===== src/axis_tick_interval_picker_unit_defines.svh =====
// assertion macros for the tick interval picker
`ifndef AXIS_TICK_INTERVAL_PICKER_UNIT_DEFINES_SVH
`define AXIS_TICK_INTERVAL_PICKER_UNIT_DEFINES_SVH

`ifndef SYNTH
`define ATIP_ASSERT(lbl, clk, rst, prop) \
   lbl: assert property (@(posedge clk) disable iff (rst) prop) \
      else $error("atip assertion failed");
`define ATIP_ASSERT_ALWAYS(lbl, clk, prop) \
   lbl: assert property (@(posedge clk) prop) \
      else $error("atip assertion failed");
`else
`define ATIP_ASSERT(lbl, clk, rst, prop)
`define ATIP_ASSERT_ALWAYS(lbl, clk, prop)
`endif

`endif


===== src/atip_pkg.sv =====
`default_nettype none
package atip_pkg;

   localparam int unsigned PowTopIdx = 19;
   localparam logic [15:0] FallbackCount = 16'd10;
   localparam logic [15:0] CountReset = 16'd10;
   localparam logic [15:0] WidthReset = 16'd1024;

   localparam logic [7:0] RegLineCount = 8'd0;
   localparam logic [7:0] RegViewWidth = 8'd1;

   localparam logic [1:0] UnitNs = 2'd0;
   localparam logic [1:0] UnitUs = 2'd1;
   localparam logic [1:0] UnitMs = 2'd2;
   localparam logic [1:0] UnitS  = 2'd3;

   localparam logic [63:0] NsPerS  = 64'd1000000000;
   localparam logic [63:0] NsPerMs = 64'd1000000;
   localparam logic [63:0] NsPerUs = 64'd1000;

   typedef struct packed {
      logic [63:0] window_start;
      logic [63:0] window_end;
   } req_type;

   typedef struct packed {
      logic [63:0] first_line;
      logic [63:0] line_spacing;
      logic [31:0] line_total;
      logic [1:0]  unit_code;
      logic [29:0] unit_multiplier;
      logic        degenerate;
   } rsp_type;

   typedef struct packed {
      logic        start;
      logic [63:0] dividend;
      logic [63:0] divisor;
   } div_req_type;

   typedef struct packed {
      logic        done;
      logic [63:0] quotient;
      logic [63:0] remainder;
   } div_rsp_type;

   typedef enum logic [3:0] {
      ST_IDLE,
      ST_WANT_WAIT,
      ST_SCAN,
      ST_BASE_WAIT,
      ST_CHECK,
      ST_START_WAIT,
      ST_END_WAIT,
      ST_SPAN_WAIT,
      ST_OUT
   } state_type;

   // powers of ten up to 10^19
   function automatic logic [63:0] pow10(input logic [4:0] k);
      logic [63:0] r;
      unique case (k)
         5'd0:  r = 64'd1;
         5'd1:  r = 64'd10;
         5'd2:  r = 64'd100;
         5'd3:  r = 64'd1000;
         5'd4:  r = 64'd10000;
         5'd5:  r = 64'd100000;
         5'd6:  r = 64'd1000000;
         5'd7:  r = 64'd10000000;
         5'd8:  r = 64'd100000000;
         5'd9:  r = 64'd1000000000;
         5'd10: r = 64'd10000000000;
         5'd11: r = 64'd100000000000;
         5'd12: r = 64'd1000000000000;
         5'd13: r = 64'd10000000000000;
         5'd14: r = 64'd100000000000000;
         5'd15: r = 64'd1000000000000000;
         5'd16: r = 64'd10000000000000000;
         5'd17: r = 64'd100000000000000000;
         5'd18: r = 64'd1000000000000000000;
         5'd19: r = 64'd10000000000000000000;
         default: r = 64'd0;
      endcase
      return r;
   endfunction

endpackage
`default_nettype wire


===== src/atip_div.sv =====
`default_nettype none
// restoring divider, one quotient bit per cycle
module atip_div (
   input  wire logic                 clock,
   input  wire logic                 reset,
   input  wire atip_pkg::div_req_type div_req,
   output atip_pkg::div_rsp_type      div_rsp
);

   logic [63:0] rem_ff, rem_in;
   logic [63:0] quo_ff, quo_in;
   logic [63:0] dsr_ff, dsr_in;
   logic [6:0]  cnt_ff, cnt_in;
   logic        busy_ff, busy_in;
   logic        done_ff, done_in;
   logic [64:0] trial;
   logic [64:0] diff;

   // one shift and subtract step
   always_comb begin
      trial   = {rem_ff, quo_ff[63]};
      diff    = trial - {1'b0, dsr_ff};
      rem_in  = rem_ff;
      quo_in  = quo_ff;
      dsr_in  = dsr_ff;
      cnt_in  = cnt_ff;
      busy_in = busy_ff;
      done_in = 1'b0;
      if (div_req.start) begin
         rem_in  = 64'd0;
         quo_in  = div_req.dividend;
         dsr_in  = div_req.divisor;
         cnt_in  = 7'd64;
         busy_in = 1'b1;
      end else if (busy_ff) begin
         if (!diff[64]) begin
            rem_in = diff[63:0];
            quo_in = {quo_ff[62:0], 1'b1};
         end else begin
            rem_in = trial[63:0];
            quo_in = {quo_ff[62:0], 1'b0};
         end
         cnt_in = cnt_ff - 7'd1;
         if (cnt_ff == 7'd1) begin
            busy_in = 1'b0;
            done_in = 1'b1;
         end
      end
   end

   always_ff @(posedge clock) begin
      rem_ff <= rem_in;
      quo_ff <= quo_in;
      dsr_ff <= dsr_in;
      if (reset) begin
         cnt_ff  <= 7'd0;
         busy_ff <= 1'b0;
         done_ff <= 1'b0;
      end else begin
         cnt_ff  <= cnt_in;
         busy_ff <= busy_in;
         done_ff <= done_in;
      end
   end

   assign div_rsp.done      = done_ff;
   assign div_rsp.quotient  = quo_ff;
   assign div_rsp.remainder = rem_ff;

endmodule
`default_nettype wire


===== src/axis_tick_interval_picker_unit.sv =====
// sequence: up to five 64-bit divisions on the shared divider, with a power-of-ten
//   scan between the first and second division
// throughput: one word at a time; req_stall is high from acceptance until the
//   result is loaded into the output register
// reset: synchronous, clears control state; line count reads 10, view width 1024
`default_nettype none
`include "axis_tick_interval_picker_unit_defines.svh"
module axis_tick_interval_picker_unit (
   input  wire logic              clock,
   input  wire logic              reset,
   input  wire logic              req_valid,
   output logic                   req_stall,
   input  wire atip_pkg::req_type req_data,
   output logic                   rsp_valid,
   input  wire logic              rsp_stall,
   output atip_pkg::rsp_type      rsp_data,
   input  wire logic              csr_we,
   input  wire logic [7:0]        csr_index,
   input  wire logic [15:0]       csr_wdata
);

   atip_pkg::state_type state_ff, state_in;
   logic [15:0] count_ff, width_ff;
   logic [63:0] start_ff, start_in;
   logic [63:0] end_ff, end_in;
   logic [63:0] wanted_ff, wanted_in;
   logic [4:0]  k_ff, k_in;
   logic [63:0] spacing_ff, spacing_in;
   logic [63:0] first_ff, first_in;
   logic [31:0] total_ff, total_in;
   logic        deg_ff, deg_in;
   logic        rsp_valid_ff, rsp_valid_in;
   atip_pkg::rsp_type rsp_ff, rsp_in;

   atip_pkg::div_req_type div_req;
   atip_pkg::div_rsp_type div_rsp;

   logic [15:0] eff_count;
   logic [63:0] base;
   logic [63:0] low;
   logic [63:0] up_diff;
   logic [64:0] next_first;
   logic [63:0] last;
   logic        load_out;

   atip_div u_div (
      .clock   (clock),
      .reset   (reset),
      .div_req (div_req),
      .div_rsp (div_rsp)
   );

   // configuration registers
   always_ff @(posedge clock) begin
      if (reset) begin
         count_ff <= atip_pkg::CountReset;
         width_ff <= atip_pkg::WidthReset;
      end else if (csr_we) begin
         unique case (csr_index)
            atip_pkg::RegLineCount: count_ff <= csr_wdata;
            atip_pkg::RegViewWidth: width_ff <= csr_wdata;
            default: ;
         endcase
      end
   end

   assign eff_count = (count_ff == 16'd0 || count_ff > width_ff) ?
                      atip_pkg::FallbackCount : count_ff;
   assign base      = atip_pkg::pow10(k_ff);
   assign low       = wanted_ff - div_rsp.remainder;
   assign up_diff   = base - div_rsp.remainder;
   assign next_first = {1'b0, start_ff} - {1'b0, div_rsp.remainder} + {1'b0, spacing_ff};
   assign last      = end_ff - div_rsp.remainder;
   assign load_out  = !rsp_valid_ff || !rsp_stall;

   // sequencer
   always_comb begin
      state_in   = state_ff;
      start_in   = start_ff;
      end_in     = end_ff;
      wanted_in  = wanted_ff;
      k_in       = k_ff;
      spacing_in = spacing_ff;
      first_in   = first_ff;
      total_in   = total_ff;
      deg_in     = deg_ff;
      div_req    = '0;
      rsp_in     = rsp_ff;
      rsp_valid_in = rsp_valid_ff && rsp_stall;
      unique case (state_ff)
         atip_pkg::ST_IDLE: begin
            if (req_valid) begin
               start_in = req_data.window_start;
               end_in   = req_data.window_end;
               deg_in   = 1'b0;
               if (req_data.window_end < req_data.window_start) begin
                  deg_in   = 1'b1;
                  state_in = atip_pkg::ST_OUT;
               end else begin
                  div_req.start    = 1'b1;
                  div_req.dividend = req_data.window_end - req_data.window_start;
                  div_req.divisor  = {48'd0, eff_count};
                  state_in = atip_pkg::ST_WANT_WAIT;
               end
            end
         end
         atip_pkg::ST_WANT_WAIT: begin
            if (div_rsp.done) begin
               wanted_in = div_rsp.quotient;
               k_in      = 5'd0;
               state_in  = atip_pkg::ST_SCAN;
            end
         end
         atip_pkg::ST_SCAN: begin
            if (k_ff < 5'(atip_pkg::PowTopIdx) &&
                wanted_ff >= atip_pkg::pow10(k_ff + 5'd1)) begin
               k_in = k_ff + 5'd1;
            end else begin
               div_req.start    = 1'b1;
               div_req.dividend = wanted_ff;
               div_req.divisor  = base;
               state_in = atip_pkg::ST_BASE_WAIT;
            end
         end
         atip_pkg::ST_BASE_WAIT: begin
            if (div_rsp.done) begin
               // round to nearest, ties down
               if (k_ff == 5'(atip_pkg::PowTopIdx) || div_rsp.remainder <= up_diff)
                  spacing_in = low;
               else
                  spacing_in = low + base;
               state_in = atip_pkg::ST_CHECK;
            end
         end
         atip_pkg::ST_CHECK: begin
            if (spacing_ff == 64'd0) begin
               deg_in   = 1'b1;
               state_in = atip_pkg::ST_OUT;
            end else begin
               div_req.start    = 1'b1;
               div_req.dividend = start_ff;
               div_req.divisor  = spacing_ff;
               state_in = atip_pkg::ST_START_WAIT;
            end
         end
         atip_pkg::ST_START_WAIT: begin
            if (div_rsp.done) begin
               if (div_rsp.remainder == 64'd0) begin
                  first_in = start_ff;
               end else begin
                  first_in = next_first[63:0];
               end
               if (div_rsp.remainder != 64'd0 && next_first[64]) begin
                  deg_in   = 1'b1;
                  state_in = atip_pkg::ST_OUT;
               end else begin
                  div_req.start    = 1'b1;
                  div_req.dividend = end_ff;
                  div_req.divisor  = spacing_ff;
                  state_in = atip_pkg::ST_END_WAIT;
               end
            end
         end
         atip_pkg::ST_END_WAIT: begin
            if (div_rsp.done) begin
               div_req.start    = 1'b1;
               div_req.dividend = (last < first_ff) ? 64'd0 : last - first_ff;
               div_req.divisor  = spacing_ff;
               state_in = atip_pkg::ST_SPAN_WAIT;
            end
         end
         atip_pkg::ST_SPAN_WAIT: begin
            if (div_rsp.done) begin
               if (div_rsp.quotient >= 64'hFFFF_FFFF)
                  total_in = 32'hFFFF_FFFF;
               else
                  total_in = div_rsp.quotient[31:0] + 32'd1;
               state_in = atip_pkg::ST_OUT;
            end
         end
         atip_pkg::ST_OUT: begin
            if (load_out) begin
               rsp_valid_in = 1'b1;
               rsp_in = '0;
               if (deg_ff) begin
                  rsp_in.degenerate = 1'b1;
               end else begin
                  rsp_in.first_line   = first_ff;
                  rsp_in.line_spacing = spacing_ff;
                  rsp_in.line_total   = total_ff;
                  if (spacing_ff >= atip_pkg::NsPerS) begin
                     rsp_in.unit_code       = atip_pkg::UnitS;
                     rsp_in.unit_multiplier = atip_pkg::NsPerS[29:0];
                  end else if (spacing_ff >= atip_pkg::NsPerMs) begin
                     rsp_in.unit_code       = atip_pkg::UnitMs;
                     rsp_in.unit_multiplier = atip_pkg::NsPerMs[29:0];
                  end else if (spacing_ff >= atip_pkg::NsPerUs) begin
                     rsp_in.unit_code       = atip_pkg::UnitUs;
                     rsp_in.unit_multiplier = atip_pkg::NsPerUs[29:0];
                  end else begin
                     rsp_in.unit_code       = atip_pkg::UnitNs;
                     rsp_in.unit_multiplier = 30'd1;
                  end
               end
               state_in = atip_pkg::ST_IDLE;
            end
         end
         default: state_in = atip_pkg::ST_IDLE;
      endcase
   end

   always_ff @(posedge clock) begin
      if (reset) begin
         state_ff     <= atip_pkg::ST_IDLE;
         rsp_valid_ff <= 1'b0;
      end else begin
         state_ff     <= state_in;
         rsp_valid_ff <= rsp_valid_in;
      end
   end

   // working and output word registers
   always_ff @(posedge clock) begin
      start_ff   <= start_in;
      end_ff     <= end_in;
      wanted_ff  <= wanted_in;
      k_ff       <= k_in;
      spacing_ff <= spacing_in;
      first_ff   <= first_in;
      total_ff   <= total_in;
      deg_ff     <= deg_in;
      rsp_ff     <= rsp_in;
   end

   assign req_stall = (state_ff != atip_pkg::ST_IDLE);
   assign rsp_valid = rsp_valid_ff;
   assign rsp_data  = rsp_ff;

   `ATIP_ASSERT(a_deg_zero, clock, reset, (rsp_valid_ff && rsp_ff.degenerate) |-> (rsp_ff.line_spacing == 64'd0 && rsp_ff.first_line == 64'd0))
   `ATIP_ASSERT(a_ok_nonzero, clock, reset, (rsp_valid_ff && !rsp_ff.degenerate) |-> (rsp_ff.line_spacing != 64'd0 && rsp_ff.line_total != 32'd0))
   `ATIP_ASSERT(a_done_waited, clock, reset, div_rsp.done |-> (state_ff == atip_pkg::ST_WANT_WAIT || state_ff == atip_pkg::ST_BASE_WAIT || state_ff == atip_pkg::ST_START_WAIT || state_ff == atip_pkg::ST_END_WAIT || state_ff == atip_pkg::ST_SPAN_WAIT))
   `ATIP_ASSERT_ALWAYS(a_reset_idle, clock, $past(reset) |-> (!rsp_valid_ff && state_ff == atip_pkg::ST_IDLE))

endmodule
`default_nettype wire

===== config.mk =====
export PLATFORM = sky130hd
export DESIGN_NAME = axis_tick_interval_picker_unit
export DESIGN_NICKNAME = d
export VERILOG_FILES = /design/src/atip_pkg.sv /design/src/atip_div.sv /design/src/axis_tick_interval_picker_unit.sv
export VERILOG_INCLUDE_DIRS = /design/src /design/src/src
export SDC_FILE = /design/constraint.sdc
export NUM_CORES = 2
export LEC_CHECK = 0
export BUFFER_PORTS_ARGS = -buffer_cell sky130_fd_sc_hd__buf_2
export CORE_MARGIN = 2
export CORE_UTILIZATION = 39
export CTS_CLUSTER_SIZE = 16
export DETAILED_ROUTE_END_ITERATION = 12
export PLACE_DENSITY = 0.62
export SETUP_SLACK_MARGIN = 0.05
export SLEW_MARGIN = 20
export SYNTH_ARGS = -nofsm -noshare
export SYNTH_HDL_FRONTEND = slang
export SYNTH_SLANG_ARGS = --single-unit
export TNS_END_PERCENT = 1

===== constraint.sdc =====
create_clock -name clock -period 13.63 [get_ports clock]
set_input_delay 2.726 -clock clock [delete_from_list [all_inputs] [get_ports clock]]
set_output_delay 2.726 -clock clock [all_outputs]
set_load 0.02 [all_outputs]

# ---- After elaboration in Yosys (flattened, before gate mapping)
# Memories as Yosys holds them, arrays and structs flattened. A register that Yosys moved wholly into a read port is not among the register bits.
# Cells that the tools add are included.
dict set report totals {
  n_memories 2
  mem_bits_ro 3776
  elab_cells 158
  in_bits 157
  register_bits 789
  output_inout_bits 195
}
dict set report classes {
  n_eq_ne 22
  n_bitwise 1
  reduce_logical 33
  n_lt_le_gt_ge 10
  n_mux 51
  addsub 12
}
# memory depth word_bits read_ports rd_ports_with_merged_regs wr line
set memory_table {}
lappend memory_table {{(name not given)} 32 59 1 0 0 atip_pkg.sv:62} ;# unique case (k)
lappend memory_table {{(name not given)} 32 59 1 1 0 atip_pkg.sv:62}
# cell count
set ops {}
lappend ops {{$mux 129} 7}
lappend ops {{$pmux 129 s5} 1}
lappend ops {{$mux 64} 7}
lappend ops {{$sub 64x64->64} 5}
lappend ops {{$logic_not 64->1} 2}
lappend ops {{$lt 64x64->1} 2}
lappend ops {{$add 65x64->65} 1}
lappend ops {{$sub 64x64->65} 1}
lappend ops {{$sub 65x64->65} 1}
lappend ops {{$add 64x64->64} 1}
lappend ops {{$ge 64x10->1 const B} 1}
lappend ops {{$ge 64x20->1 const B} 1}
lappend ops {{$ge 64x30->1 const B} 1}
lappend ops {{$ge 64x32->1 const B} 1}
lappend ops {{$ge 64x64->1} 1}
lappend ops {{$le 64x64->1} 1}
lappend ops {{$mux 32} 2}
lappend ops {{$reduce_bool 64->1} 1}
lappend ops {{$mux 4} 11}
lappend ops {{$pmux 4 s9} 1}
lappend ops {{$add 32x1->32 const B} 1}
lappend ops {{$mux 31} 1}
lappend ops {{$eq 4x3->1 const B} 4}
lappend ops {{$gt 16x16->1} 1}
lappend ops {{33 further kinds} 73}

# ---- Depth between registers and ports, before layout
# An unclocked memory read counts as a cell.
dict set report depth {
  word_depth 8
  depth_mapped 31
  mapped_depth_nobuf 30
}

# ---- By module
# A second synthesis with hierarchy kept.
dict set report unflattened {
  cells_unflattened 7586
  hier_area_um2 68035.3
}
# mod seq_area_each_um2 cells_per_inst area_per_inst_um2 instances
set by_module_without_submodules {}
lappend by_module_without_submodules {axis_tick_interval_picker_unit 17646.9 6350 55998.7 1}
lappend by_module_without_submodules {atip_div 5305.1 1236 12036.5 1}

# ---- Least setup slack after synthesis
# No wires, ideal clock.
dict set report synth_timing {
  path_kind {input to register}
  start {in rsp_stall}
  end {reg rsp_ff, in the netlist rsp_data[0] (enable)}
  setup_slack_ns 2.012
  arrival_time_ns 10.863
  cell_stages 1
  n_path_buf 0
  required_ns 12.875
  setup_time_ns 0.755
  path_cell_list {a21oi_1}
}
dict set report synth_via {
  elab_chain_len 3
}
# element line
set synth_lines {}
lappend synth_lines {{start: declaration} axis_tick_interval_picker_unit.sv:15} ;# input wire logic rsp_stall,
lappend synth_lines {{$logic_not 1->1} axis_tick_interval_picker_unit.sv:74} ;# assign load_out = !rsp_valid_ff || !rsp_stall;
lappend synth_lines {{$logic_or 1x1->1} axis_tick_interval_picker_unit.sv:74}
lappend synth_lines {{$reduce_and 2->1 (no source line)} -}
lappend synth_lines {{end signal: assignment} axis_tick_interval_picker_unit.sv:232} ;# rsp_ff <= rsp_in;
lappend synth_lines {{end: declaration} axis_tick_interval_picker_unit.sv:33} ;# atip_pkg::rsp_type rsp_ff, rsp_in;
# No other way between the ends.
# A chain may end at the register's enable or synchronous reset.

# ---- Worst setup path in the final report
dict set report layout_timing {
  start {reg k_ff[0]}
  end {reg, netlist name base[37]}
}
dict set report layout_via {
  elab_chain_len 8
  elab_cells_between_ends 11
  cone_classes {1 x add/sub; 2 x order compare; 1 x eq/ne; 4 x mux; 2 x reduce/logical; 1 x memory}
}
# element line
set layout_lines {}
lappend layout_lines {{start: declaration} axis_tick_interval_picker_unit.sv:27} ;# logic [4:0] k_ff, k_in;
lappend layout_lines {{start signal: assignment} axis_tick_interval_picker_unit.sv:227} ;# k_ff <= k_in;
lappend layout_lines {{$add 5x1->5} {axis_tick_interval_picker_unit.sv:116, axis_tick_interval_picker_unit.sv:117}}
lappend layout_lines {{$mem_v2 32x59} -}
lappend layout_lines {{$mux 64} axis_tick_interval_picker_unit.sv:90} ;# unique case (state_ff)
lappend layout_lines {{$ge 64x64->1} axis_tick_interval_picker_unit.sv:116} ;# wanted_ff >= atip_pkg::pow10(k_ff + 5'd1)) begin
lappend layout_lines {{$logic_and 1x1->1} axis_tick_interval_picker_unit.sv:115} ;# if (k_ff < 5'(atip_pkg::PowTopIdx) &&
lappend layout_lines {{$ne 2x2->1 (no source line)} -}
lappend layout_lines {{$reduce_and 3->1 (no source line)} -}
lappend layout_lines {{$mux 5 (no source line) *} -}
# Every way passes the cells marked *; elsewhere a longest branch is shown, timed or not. The select of a mux whose other input is x is not followed.

==> run metrics <==
CP Buf/Inv Count 3; crit start category flop; Crit Reg-Reg Endpoint base[37]$_DFF_P_; fill count around 17000; Final Skew 51.35 ps; max incr delay on CP roughly 780 ps; hold path start width_ff[10]$_SDFFE_PP1P_; CTS tree yes; library cells used by synthesis just under 100; Clock Pin Slew Worst Setup and Hold Paths around 60 ps; ranking of synthesized cells by area edfxtp_1, ha_1, dfxtp_1; CP Data Required Time 14280 ps; vias between 60000 and 70000; clock sinks 819; Die Ht 418.7 um; DRC 0; routability congestion estimate 0.9856; Crit-path slowest cell edfxtp_1; Int Power 0.009546 W; hpwl dp between 200000 and 250000 um; die area ~0.18 mm^2; Hold Path Stages 1; DR WL/cell ~26 um; total track usage 0.2914; Hold Path Class reg -> reg; Via-to-Cell Ratio around 6.0; total iterations of the first detailed-routing run 6; # nets final between 8000 and 9000; RSZ-0062 raised after global routing no; hold slack 461.5 ps; cts bufs inserted between 90 and 100; GRT Residual Overflow 0; share of the synthesized area in the top cell type 0.2933; post-CTS setup buffer count 0; Hold-fix buffers, CTS 0; WL final around 260000 um; Max Fclk approximately 110 MHz; Core ar. approximately 0.17 mm^2; Synth Area per Inst between 8 and 9 um^2; Most used DFF post-synth edfxtp_1; count leader, synth inv_1; Flop pwr share 0.201; number of flops mapped to enable cells by yosys roughly 660; CTS-repair resized insts 0; flop-to-flop setup slack around 4300 ps; initial antenna violation count 2; antenna-violating nets left 0; Max Fanout on Critical Path 14; clock latency on the worst-skew pair about 770 ps; switch share 0.4946; crit path kind reg -> reg; Setup violations, final 0; P_leak 31.84 nW; DIE WIDTH between 400 and 500 um; Setup Total Neg Slack 0 ps; Root Driver clkbuf_16; vias in the first global route roughly 57000; sequential cell area fraction in the yosys report 0.3422; register bit total from synthesis 819; layout cells sized above 1 0.08692; Rows between 150 and 200; asr flop ratio synth 0; DR iter-0 viols ~6100; clock buffer depth 3; Setup crit end kind flop; cell taking the most area after synthesis edfxtp_1; IO Count 352; Worst Tran Pin Value roughly 1100 ps; starting density of the core 0.3918; largest net degree at the start of global routing ~100; # H-tree levels 3; Port Buf Inserts 342; Tmin final between 9000 and 10000 ps; Worst VDD drop roughly 0.16 mV; crit-path leading delay family compound AO/OA/AOI/OAI gates; max cap viols 0; Yosys warnings 0; combinational share of power 0.658; fin crit share 0.6844; hold endpoint width_ff[10]$_SDFFE_PP1P_; final slew viol count 0; sw power 0.009341 W; P per Cell Area ~250 mW/mm^2; FF+latch area between 0.02 and 0.025 mm^2; post-synthesis instance area about 0.067 mm^2; Clock Power Share 0.142; area of the multi-input gates ~0.04 mm^2; P&R area growth vs syn 10.62%; most used cell, CP nor2_1; Slew HR 0.2408; Final Hold Viols 0; WP data arrival approximately 10000 ps; status complete, no violations; RR Startpoint k_ff[0]$_DFFE_PN_; Post-synth top cells inv_1, ha_1, edfxtp_1, a21oi_1, nand2_1; first-pass GRT wire length about 380000 um; R2R depth 26; Post-Syn Instances about 7600
[per-layer routing]
layer  vias to the layer above  wire length [um]  GRT usage
li1                      27990                 -          -
met1                     28840            107400     0.3666
met2                      2604            122500     0.4808
met3                       588             18190    0.04678
met4                         4             15960     0.1510
met5                         -                26          0
[placed cells by master (no fill, tap or decap), types with 29 or more instances in the layout]
master       n
inv_1      665
ha_1       663
edfxtp_1   655
a21oi_1    639
nand2_1    624
nor2_1     552
o21ai_0    474
a21o_1     352
buf_2      342
xnor2_1    280
xor2_1     222
dfxtp_1    163
nand3_1    136
nor2b_1    124
nand4_1    123
nor3_1     114
a31oi_1    104
clkbuf_16   99
mux2i_1     95
buf_4       88
o21bai_1    81
nand2b_1    72
o21a_1      72
and3_1      71
fa_1        71
nor4_1      69
a211oi_1    61
a222oi_1    58
a22o_1      54
o211ai_1    46
a22oi_1     45
and2_1      42
a41oi_1     37
o31ai_1     32
or3_1       29
[layout make-up]
class | count | area share
Inverter | 668 | 0.03387
Tap cell | 2233 | 0.03766
Sequential cell | 819 | 0.3094
Timing Repair Buffer | 432 | 0.03245
Antenna cell | 1 | 0.00003373
Clock buffer | 122 | 0.03537
Multi-Input combinational cell | 5734 | 0.5435
Clock inverter | 60 | 0.007640
[worst register-to-register path, cell delays in order (launching register included)]
cell and delay [ps]:
edfxtp_1 780, ha_1 580, nand3_1 250, xor2_2 680
nand2_1 360, nor2_1 630, a22oi_1 260, a21boi_0 200
ha_1 330, nand3_1 140, nor3_1 320, nand3_1 220
a2111oi_0 310, o21ai_0 440, a2111oi_0 690, o211ai_1 280
a211oi_4 670, nor2_1 110, inv_1 240, nor2_1 70
a21oi_1 130, buf_4 230, inv_1 140, ha_1 380
nor2_1 310, nand2_1 260, o21ai_0 210
[flip-flops by register name (all words and copies together) (netlist names), 5 cells and up]
signal	cells
first_ff	64
width_ff	16
spacing_ff	64
end_ff	64
base	54
u_div.dsr_ff	64
u_div.cnt_ff	7
total_ff	32
rsp_data	169
u_div.quo_ff	64
u_div.rem_ff	64
count_ff	16
k_ff	5
wanted_ff	64
start_ff	64
[worst max-delay path by stage]
stage / from / end / slack, ps / cells after the start
2_1_floorplan: rsp_stall / rsp_data[0]$_DFFE_PP_ / 2010 / 1
3_3_place_gp: k_ff[0]$_DFFE_PN_ / base[37]$_DFF_P_ / 4080 / 26
3_5_place_dp: req_data[0] / u_div.quo_ff[0]$_DFFE_PP_ / 4160 / 18
4_1_cts: k_ff[0]$_DFFE_PN_ / base[37]$_DFF_P_ / 4660 / 26
5_1_grt: k_ff[0]$_DFFE_PN_ / base[37]$_DFF_P_ / 3650 / 26
6_report: k_ff[0]$_DFFE_PN_ / base[37]$_DFF_P_ / 4300 / 26
[per-stage QoR]
| stage | instances | util | area, um^2 | setup slack [ps] | power, W |
|---|---|---|---|---|---|
| final | 10070 | 0.4334 | 74180 | 4302 | 0.01889 |
| after global placement | 9883 | 0.4144 | 70930 | 4076 | 0.01586 |
| after global routing | 10070 | 0.4334 | 74180 | 3647 | 0.02015 |
| after floorplan | 7566 | - | 67090 | 2012 | 0.01250 |
| after CTS | 10070 | 0.4333 | 74160 | 4662 | 0.01870 |
| after detailed placement | 9885 | 0.4146 | 70970 | 4161 | 0.01594 |
[cells by family (layout without fill, tap and decap cells)]
kind of cell    count (synthesis)  in the layout  share of synthesized area
compound gates               2316           2316                     0.2246
xor+xnor                      503            503                    0.06569
fa+ha+maj                     734            734                     0.1449
buf+inv                      1013           1282                    0.05907
flops                         819            819                     0.3422
mux                           121            121                    0.01871
other cells                     1             10                 0.00005592
simple gates                 2051           2051                     0.1448
[power by group through the flow]
stage / Sequential [W] / Clock [W] / Combinational [W]
final: 0.00379 / 0.00267 / 0.0124
after floorplan: 0.00379 / 0 / 0.00871
after global placement: 0.00383 / 0 / 0.0120
after CTS: 0.00379 / 0.00272 / 0.0122
after detailed placement: 0.00384 / 0 / 0.0121
after global routing: 0.00381 / 0.00280 / 0.0135
Note: power is estimated with default switching activity, not from simulation.
